--- config.mk ---
export PLATFORM = sky130hd
export DESIGN_NAME = btc_cell
export DESIGN_NICKNAME = d
export VERILOG_FILES = /design/src/sv/btc_pkg.sv /design/src/sv/btc_cell.sv
export SDC_FILE = /design/constraint.sdc
export NUM_CORES = 1
export LEC_CHECK = 0
export ABC_AREA = 1
export BUFFER_PORTS_ARGS = -buffer_cell sky130_fd_sc_hd__buf_2
export CAP_MARGIN = 20
export CELL_PAD_IN_SITES_DETAIL_PLACEMENT = 1
export CELL_PAD_IN_SITES_GLOBAL_PLACEMENT = 2
export CORE_MARGIN = 10
export CORE_UTILIZATION = 22
export DETAILED_ROUTE_END_ITERATION = 10
export PLACE_DENSITY_LB_ADDON = 0.25
export SLEW_MARGIN = 20
export SYNTH_ARGS = -nofsm -noshare
export SYNTH_HDL_FRONTEND = slang
export SYNTH_SLANG_ARGS = --single-unit
--- constraint.sdc ---
create_clock -name clk -period 0.8 [get_ports clk]
set_clock_uncertainty 0.1 [all_clocks]
set_input_delay 0.16 -clock clk [delete_from_list [all_inputs] [get_ports clk]]
set_output_delay 0.16 -clock clk [all_outputs]
set_load 0.01 [all_outputs]
--- src/sv/btc_pkg.sv ---
// shared types, constants and saturation helpers for the bone transform composer
package btc_pkg;

    // default fixed-point and cordic settings
    localparam int FRAC_BITS_DEF     = 16;
    localparam int CORDIC_STAGES_DEF = 16;

    // cordic number formats
    localparam int ANG_FRAC     = 32;
    localparam int TRIG_FRAC    = 30;
    localparam int Z_W          = 42;
    localparam int T_W          = 33;
    localparam int ATAN_ENTRIES = 24;

    localparam logic signed [T_W-1:0] CORDIC_GAIN = 33'sd652032874;

    // atan(2^-i) in degrees, 32 fractional bits
    localparam logic [39:0] ATAN_DEG [ATAN_ENTRIES] = '{
        40'd193273528320, 40'd114096026022, 40'd60285206653, 40'd30601712202,
        40'd15360239180,  40'd7687607525,   40'd3844741810,  40'd1922488225,
        40'd961258780,    40'd480631223,    40'd240315841,   40'd120157949,
        40'd60078978,     40'd30039489,     40'd15019745,    40'd7509872,
        40'd3754936,      40'd1877468,      40'd938734,      40'd469367,
        40'd234684,       40'd117342,       40'd58671,       40'd29335
    };

    // modulo-360 reduction: 360 = 45 * 8, the 45 part by reciprocal multiply
    localparam int RED_DIV    = 45;
    localparam int RED_OFFSET = 92160;   // 45 * 2048, keeps the high part non-negative
    localparam int RED_MUL    = 372827;  // (2^24 - 1) / 45
    localparam int RED_SHIFT  = 24;
    localparam int RED_W      = 18;
    localparam int RED_MUL_W  = 19;

    // spin direction codes
    localparam logic signed [1:0] SPIN_NEG  = 2'sb11;
    localparam logic signed [1:0] SPIN_ZERO = 2'sb00;
    localparam logic signed [1:0] SPIN_POS  = 2'sb01;

    // payload that travels beside the cordic
    typedef struct packed {
        logic signed [31:0] sx;
        logic signed [31:0] sy;
        logic signed [31:0] px;
        logic signed [31:0] py;
        logic signed [26:0] angle;
        logic signed [26:0] rot;
        logic signed [23:0] scale_x;
        logic signed [23:0] scale_y;
        logic signed [1:0]  spin;
        logic               neg;
    } pass_t;

    function automatic logic signed [31:0] sat32(input logic signed [63:0] v);
        if (v > 64'sd2147483647)
        begin
            return 32'sh7fffffff;
        end
        else if (v < -64'sd2147483648)
        begin
            return 32'sh80000000;
        end
        return $signed(v[31:0]);
    endfunction

    function automatic logic signed [26:0] sat27(input logic signed [63:0] v);
        if (v > 64'sd67108863)
        begin
            return 27'sh3ffffff;
        end
        else if (v < -64'sd67108864)
        begin
            return 27'sh4000000;
        end
        return $signed(v[26:0]);
    endfunction

    function automatic logic signed [23:0] sat24(input logic signed [63:0] v);
        if (v > 64'sd8388607)
        begin
            return 24'sh7fffff;
        end
        else if (v < -64'sd8388608)
        begin
            return 24'sh800000;
        end
        return $signed(v[23:0]);
    endfunction

endpackage

--- src/sv/btc_cell.sv ---
// one cordic rotation step, registered, with the payload carried alongside
module btc_cell #(
    parameter int IDX = 0
) (
    input  logic                           clk,
    input  logic                           rst_n,
    input  logic                           valid_in,
    input  logic signed [btc_pkg::T_W-1:0] x_in,
    input  logic signed [btc_pkg::T_W-1:0] y_in,
    input  logic signed [btc_pkg::Z_W-1:0] z_in,
    input  btc_pkg::pass_t                 pass_in,
    output logic                           valid_out,
    output logic signed [btc_pkg::T_W-1:0] x_out,
    output logic signed [btc_pkg::T_W-1:0] y_out,
    output logic signed [btc_pkg::Z_W-1:0] z_out,
    output btc_pkg::pass_t                 pass_out
);
    import btc_pkg::*;

    localparam logic signed [Z_W-1:0] ATAN_Z = $signed({2'b00, ATAN_DEG[IDX]});

    logic                  valid_reg;
    logic signed [T_W-1:0] x_reg, y_reg, x_next, y_next, dx, dy;
    logic signed [Z_W-1:0] z_reg, z_next;
    pass_t                 pass_reg;

    always_comb
    begin
        dx = y_in >>> IDX;
        dy = x_in >>> IDX;
        // non-negative residual rotates forward
        if (!z_in[Z_W-1])
        begin
            x_next = x_in - dx;
            y_next = y_in + dy;
            z_next = z_in - ATAN_Z;
        end
        else
        begin
            x_next = x_in + dx;
            y_next = y_in - dy;
            z_next = z_in + ATAN_Z;
        end
    end

    always_ff @(posedge clk or negedge rst_n)
    begin
        if (!rst_n)
        begin
            valid_reg <= 1'b0;
        end
        else
        begin
            valid_reg <= valid_in;
        end
    end

    always_ff @(posedge clk)
    begin
        x_reg    <= x_next;
        y_reg    <= y_next;
        z_reg    <= z_next;
        pass_reg <= pass_in;
    end

    assign valid_out = valid_reg;
    assign x_out     = x_reg;
    assign y_out     = y_reg;
    assign z_out     = z_reg;
    assign pass_out  = pass_reg;

endmodule

== After elaboration in Yosys (flattened, before gate mapping) ==
Index checks and enable logic that the tools add are counted.

* Output and inout port bits: 342
* Input port bits: 344
* Memories kept: 0
* Memory bits (writable): 0
* Bits in registers: 342
* Bits in read-only memories: 0
* Logic and storage cells: 22
* Bits in latches: 0

* Reductions and logical operators: 0
* Eq/ne operators: 0
* Div/mod/pow operators: 0
* Multiplexer cells: 3
* Shift operators: 0
* Bitwise gates (word level): 0
* Order comparisons: 0
* Add/subtract/negate cells: 5
* Multiply operators: 0

{| class="wikitable"
|+ Operators with widths
! operator !! number
|-
| $mux 33 || 2
|-
| $sub 33x33->33 || 2
|-
| $add 42x39->42 const B || 1
|-
| $mux 42 || 1
|-
| $sub 42x39->42 const B || 1
|-
| $add 33x33->33 || 1
|}

== Longest topological paths before layout ==
* Word-level depth: 2
* Gate-level depth with buffers: 16
* Depth with buffers taken out: 15

== Least setup slack after synthesis ==
OpenSTA, ideal clock, no wires.

* Path type: input -> register
* Start point: input port z_in[41] (netlist bit)
* End point: register z_reg[40] (netlist: z_out[40])
* Stages on the path: 13
* Data required time: 0.588 ns
* Path slack: -1.392 ns
* Arrival time: 1.980 ns
* Buffers on the path: 3
* Cells stage by stage: clkbuf_1 inv_1 clkbuf_1 buf_4 fa_1 nand3_1 nand2_1 a31oi_1 nor2_1 o21ai_0 nand2_1 nand2_1 nand2_1

* Cells in the longest elaborated chain, start to end: 1

{| class="wikitable"
|+ RTL lines
! item !! RTL line !! RTL
|-
| start, declared || btc_cell.sv:10 || <nowiki>input logic signed [btc_pkg::Z_W-1:0] z_in,</nowiki>
|-
| $mux 42 || btc_cell.sv:32 || <nowiki>if (!z_in[Z_W-1])</nowiki>
|-
| named net z_next[40] || btc_cell.sv:24 || <nowiki>logic signed [Z_W-1:0] z_reg, z_next;</nowiki>
|-
| end signal, assigned || btc_cell.sv:62 || <nowiki>z_reg <= z_next;</nowiki>
|-
| end, declared || btc_cell.sv:24 ||
|}

The timed path passes the listed nets, and every way through them passes these cells.

== Worst setup path in the final report ==
* Start point: input port y_in[4] (netlist bit)
* End point: register y_reg[16] (netlist: y_out[16])

* Cells in the longest elaborated chain, start to end: 2
* Elaborated cells between the ends (all ways): 3

{| class="wikitable"
|+ RTL lines
! item !! RTL line !! RTL
|-
| start, declared || btc_cell.sv:9 || <nowiki>input logic signed [btc_pkg::T_W-1:0] y_in,</nowiki>
|-
| $add 33x33->33 / $sub 33x33->33 (equally long branches) || btc_cell.sv:35, btc_cell.sv:41 ||
|-
| $mux 33 (*) || btc_cell.sv:32 ||
|-
| named net y_next[16] || btc_cell.sv:23 || <nowiki>logic signed [T_W-1:0] x_reg, y_reg, x_next, y_next, dx, dy;</nowiki>
|-
| end signal, assigned || btc_cell.sv:61 || <nowiki>y_reg <= y_next;</nowiki>
|-
| end, declared || btc_cell.sv:23 ||
|}

Mark *: on every way through the listed nets, which the timed path passes. The rest lies on a longest branch.

==> results.sh <==
export IMPL_dr_first_iter_drc_count=730
export IMPL_worstPathArrival_ps=1840
export IMPL_fin_nets=3735
export IMPL_power_total_mw=60.9
export IMPL_cts_tree="done"
export IMPL_port_buffer_count=685
export IMPL_postCtsHoldBufs=270
export IMPL_synth_main_ff_cell="dfxtp_1"
export IMPL_cts_sink_count=341
export IMPL_ys_seq_area_share_pct=46.3
export IMPL_clock_fmax_mhz=675
export IMPL_path_max_fanout=4
export IMPL_ir_drop_mv=1.47
export IMPL_finalSetupViolations=412
export IMPL_num_vias=18500
export IMPL_switching_power_mw=20.3
export IMPL_fin_cells=4181
export IMPL_drc=0
export IMPL_die_area_um2=77800
export IMPL_finish_utilization_pct=49.9
export IMPL_ant_nets=0
export IMPL_violations="hold timing, setup timing"
export IMPL_synth_cell_types=34
export IMPL_coreArea_um2=66100
export IMPL_drv_slew=0
export IMPL_grt_pass1_vias=20600
export IMPL_rsz0062_at_grt="yes"
export IMPL_htree_num_levels=2
export IMPL_avgSynthCellArea_um2=7.54
export IMPL_power_share_clock_pct=35.0
export IMPL_chipHeight_um=279
export IMPL_hold_class="in2reg"
export IMPL_endpoint_kind="flip-flop"
export IMPL_syn_to_final_growth_pct=124
export IMPL_syn_inst=1956
export IMPL_crit_type="in2reg"
export IMPL_leakagePower_nw=16.0
export IMPL_status="complete, but fails checks"
export IMPL_layout_drive_gt1_share_pct=65.2
export IMPL_drt_vias_per_instance=4.43
export IMPL_setup_slack_ps=-682
export IMPL_grt_util_all_layers_pct=26.8
export IMPL_overflow=0
export IMPL_seqPwrFrac_pct=32.4
export IMPL_period_needed_ps=1480
export IMPL_placed_cells=3734
export IMPL_comb_power_share_pct=32.6
export IMPL_antenna_found_initial=11
export IMPL_totalWireLength_um=111000
export IMPL_cts_buffers=43
export IMPL_finalInstanceArea_um2=33000
export IMPL_fp_row_count=94
export IMPL_synth_edf_count=0
export IMPL_clkTransAtPathRegs_ps=50
export IMPL_grt_pass1_wl_um=152000
export IMPL_async_flop_share_pct=0.293
export IMPL_fin_hold_ws_ps=-233
export IMPL_yosys_warnings=0
export IMPL_slew_headroom_pct=66.3
export IMPL_postSynthRegisterBits=341
export IMPL_power_density_nw_per_um2=1850
export IMPL_start_util_pct=22.3
export IMPL_fin_crit_sh_pct=185
export IMPL_cp_start_kind="input pin"
export IMPL_io_pins=686
export IMPL_place_gp_congestion=0.927
export IMPL_syn_area_um2=14700
export IMPL_wire_per_inst_um=26.6
export IMPL_root_buffer="clkbuf_16"
export IMPL_die_w_um=279
export IMPL_firstDrtPassIters=5
export IMPL_preCtsSetupSlack_ps=-1350
export IMPL_grt_max_degree=45
export IMPL_hold_viol_final=5
export IMPL_p_sw_share_pct=33.3
export IMPL_dp_hpwl_um=84900
export IMPL_finalSetupTns_ps=-202710
export IMPL_required_ps=1160
export IMPL_worst_slew_pin_slew_ps=505
export IMPL_synthesis_nets=2416
export IMPL_clk_path_buf_depth=3
export IMPL_intPower_mw=40.6
export IMPL_max_cap_violations=0
export IMPL_place_area_um2=22400
[synth_stat cells, types with 2 or more instances]
library cell    n  area [um2]
xor2_1         29         254
dfxtp_1       340        6810
buf_2          16        80.1
nand3_1       145         726
inv_1         324        1220
nor3_1          6        30.0
o21bai_1       15         113
clkbuf_1        9        33.8
nor2_2          3        18.8
and2_1          7        43.8
o21ai_1         4        20.0
or2_2           2        12.5
nand4_1        13        81.3
fa_1            4        80.1
o22ai_1         8        50.1
o21ai_0        63         315
o211ai_1        4        30.0
buf_1           2        7.51
o31ai_1         2        15.0
buf_4          14         105
a31oi_1         3        18.8
buf_6           2        22.5
a21oi_1        78         390
nor2_1        153         574
ha_1          112        1400
nand2_1       590        2210
[sequential cells by signal, indices dropped and copies added, names as in the netlist]
name,count
pass_out,233
y_out,33
x_out,32
z_out,42
valid_out,1
[what timing repair did]
| action | CTS | global route |
|---|---|---|
| endpoints found under the setup margin | 414 | 413 |
| resized for setup | 1325 | 382 |
| endpoints found under the hold margin | 276 | 7 |
| pin swaps | 249 | 186 |
| setup buffers | 73 | 48 |
[per-layer routing]
layer	GRT usage (%)	vias to the layer above	part of all wire [%]
li1	-	8662	-
met1	29.4	9106	38
met2	47.6	561	51
met5	0	-	0.034
met4	13.9	6	5.8
met3	6.16	174	5.3
[worst max-delay path, cell delays in order]
cell and delay (ps):
buf_8 100, ha_4 260, buf_12 140, buf_8 120
inv_6 60, nand2_4 60, nor2_4 160, nand3_2 120
nand2_2 110, nand2_2 70, nand2_4 110, buf_6 110
xor2_2 150, mux2i_1 90
[final cells by class]
cell class,instances,area [um2]
clock buffer,54,1210
fill,7450,33100
sequential,341,7280
antenna,9,22.5
clock inverter,24,310
timing repair buffer,1317,11500
tap,864,1080
multi-input combinational,1247,10200
inverter,325,1390
[power groups by stage]
stage / Sequential (mW) / Clock [mW] / Combinational [mW]
after global routing: 19.8 / 22.5 / 21.1
after global placement: 19.4 / 0 / 13.3
after detailed placement: 19.4 / 0 / 13.5
final: 19.7 / 21.3 / 19.9
after CTS: 19.6 / 21.5 / 18.3
after floorplan: 19.9 / 0 / 5.54
[path summary, 6_finish.rpt]
check,cells past startpoint,start,slack (ps),to
max,14,y_in[4],-680,y_out[16]$_DFF_P_
min,3,z_in[40],-230,z_out[41]$_DFF_P_
max in group asynchronous,3,rst_n,110,valid_out$_DFF_PN0_
min in group asynchronous,3,rst_n,390,valid_out$_DFF_PN0_
[placed cells by master, fill, tap and decap left out, types with 32 or more instances in the layout]
| master | instances |
|---|---|
| a21oi_2 | 41 |
| nand3_1 | 73 |
| buf_6 | 383 |
| dlygate4sd3_1 | 270 |
| nand3_2 | 57 |
| nor2_2 | 33 |
| nor2_1 | 52 |
| nor2_4 | 71 |
| ha_1 | 62 |
| dfxtp_1 | 35 |
| buf_4 | 284 |
| nand2_4 | 88 |
| dfxtp_2 | 278 |
| o21ai_1 | 32 |
| buf_2 | 340 |
| clkbuf_16 | 43 |
| nand2_1 | 307 |
| ha_4 | 42 |
| inv_2 | 54 |
| nand2_2 | 190 |
| inv_1 | 232 |
[cells by family (layout without fill, tap and decap cells)]
logic type / count (synthesis) / in the layout / synth area share (%)
buffers and inverters: 368 / 1720 / 9.96
AOI/OAI and AO/OA: 177 / 177 / 6.46
and+or+nand+nor: 923 / 923 / 25.3
other: 0 / 9 / 0
xor gates and xnor gates: 30 / 30 / 1.78
adders and majority gates: 116 / 116 / 10.0
DFF: 341 / 341 / 46.3
muxes: 1 / 1 / 0.0679
(Power assumes the default switching activity.)
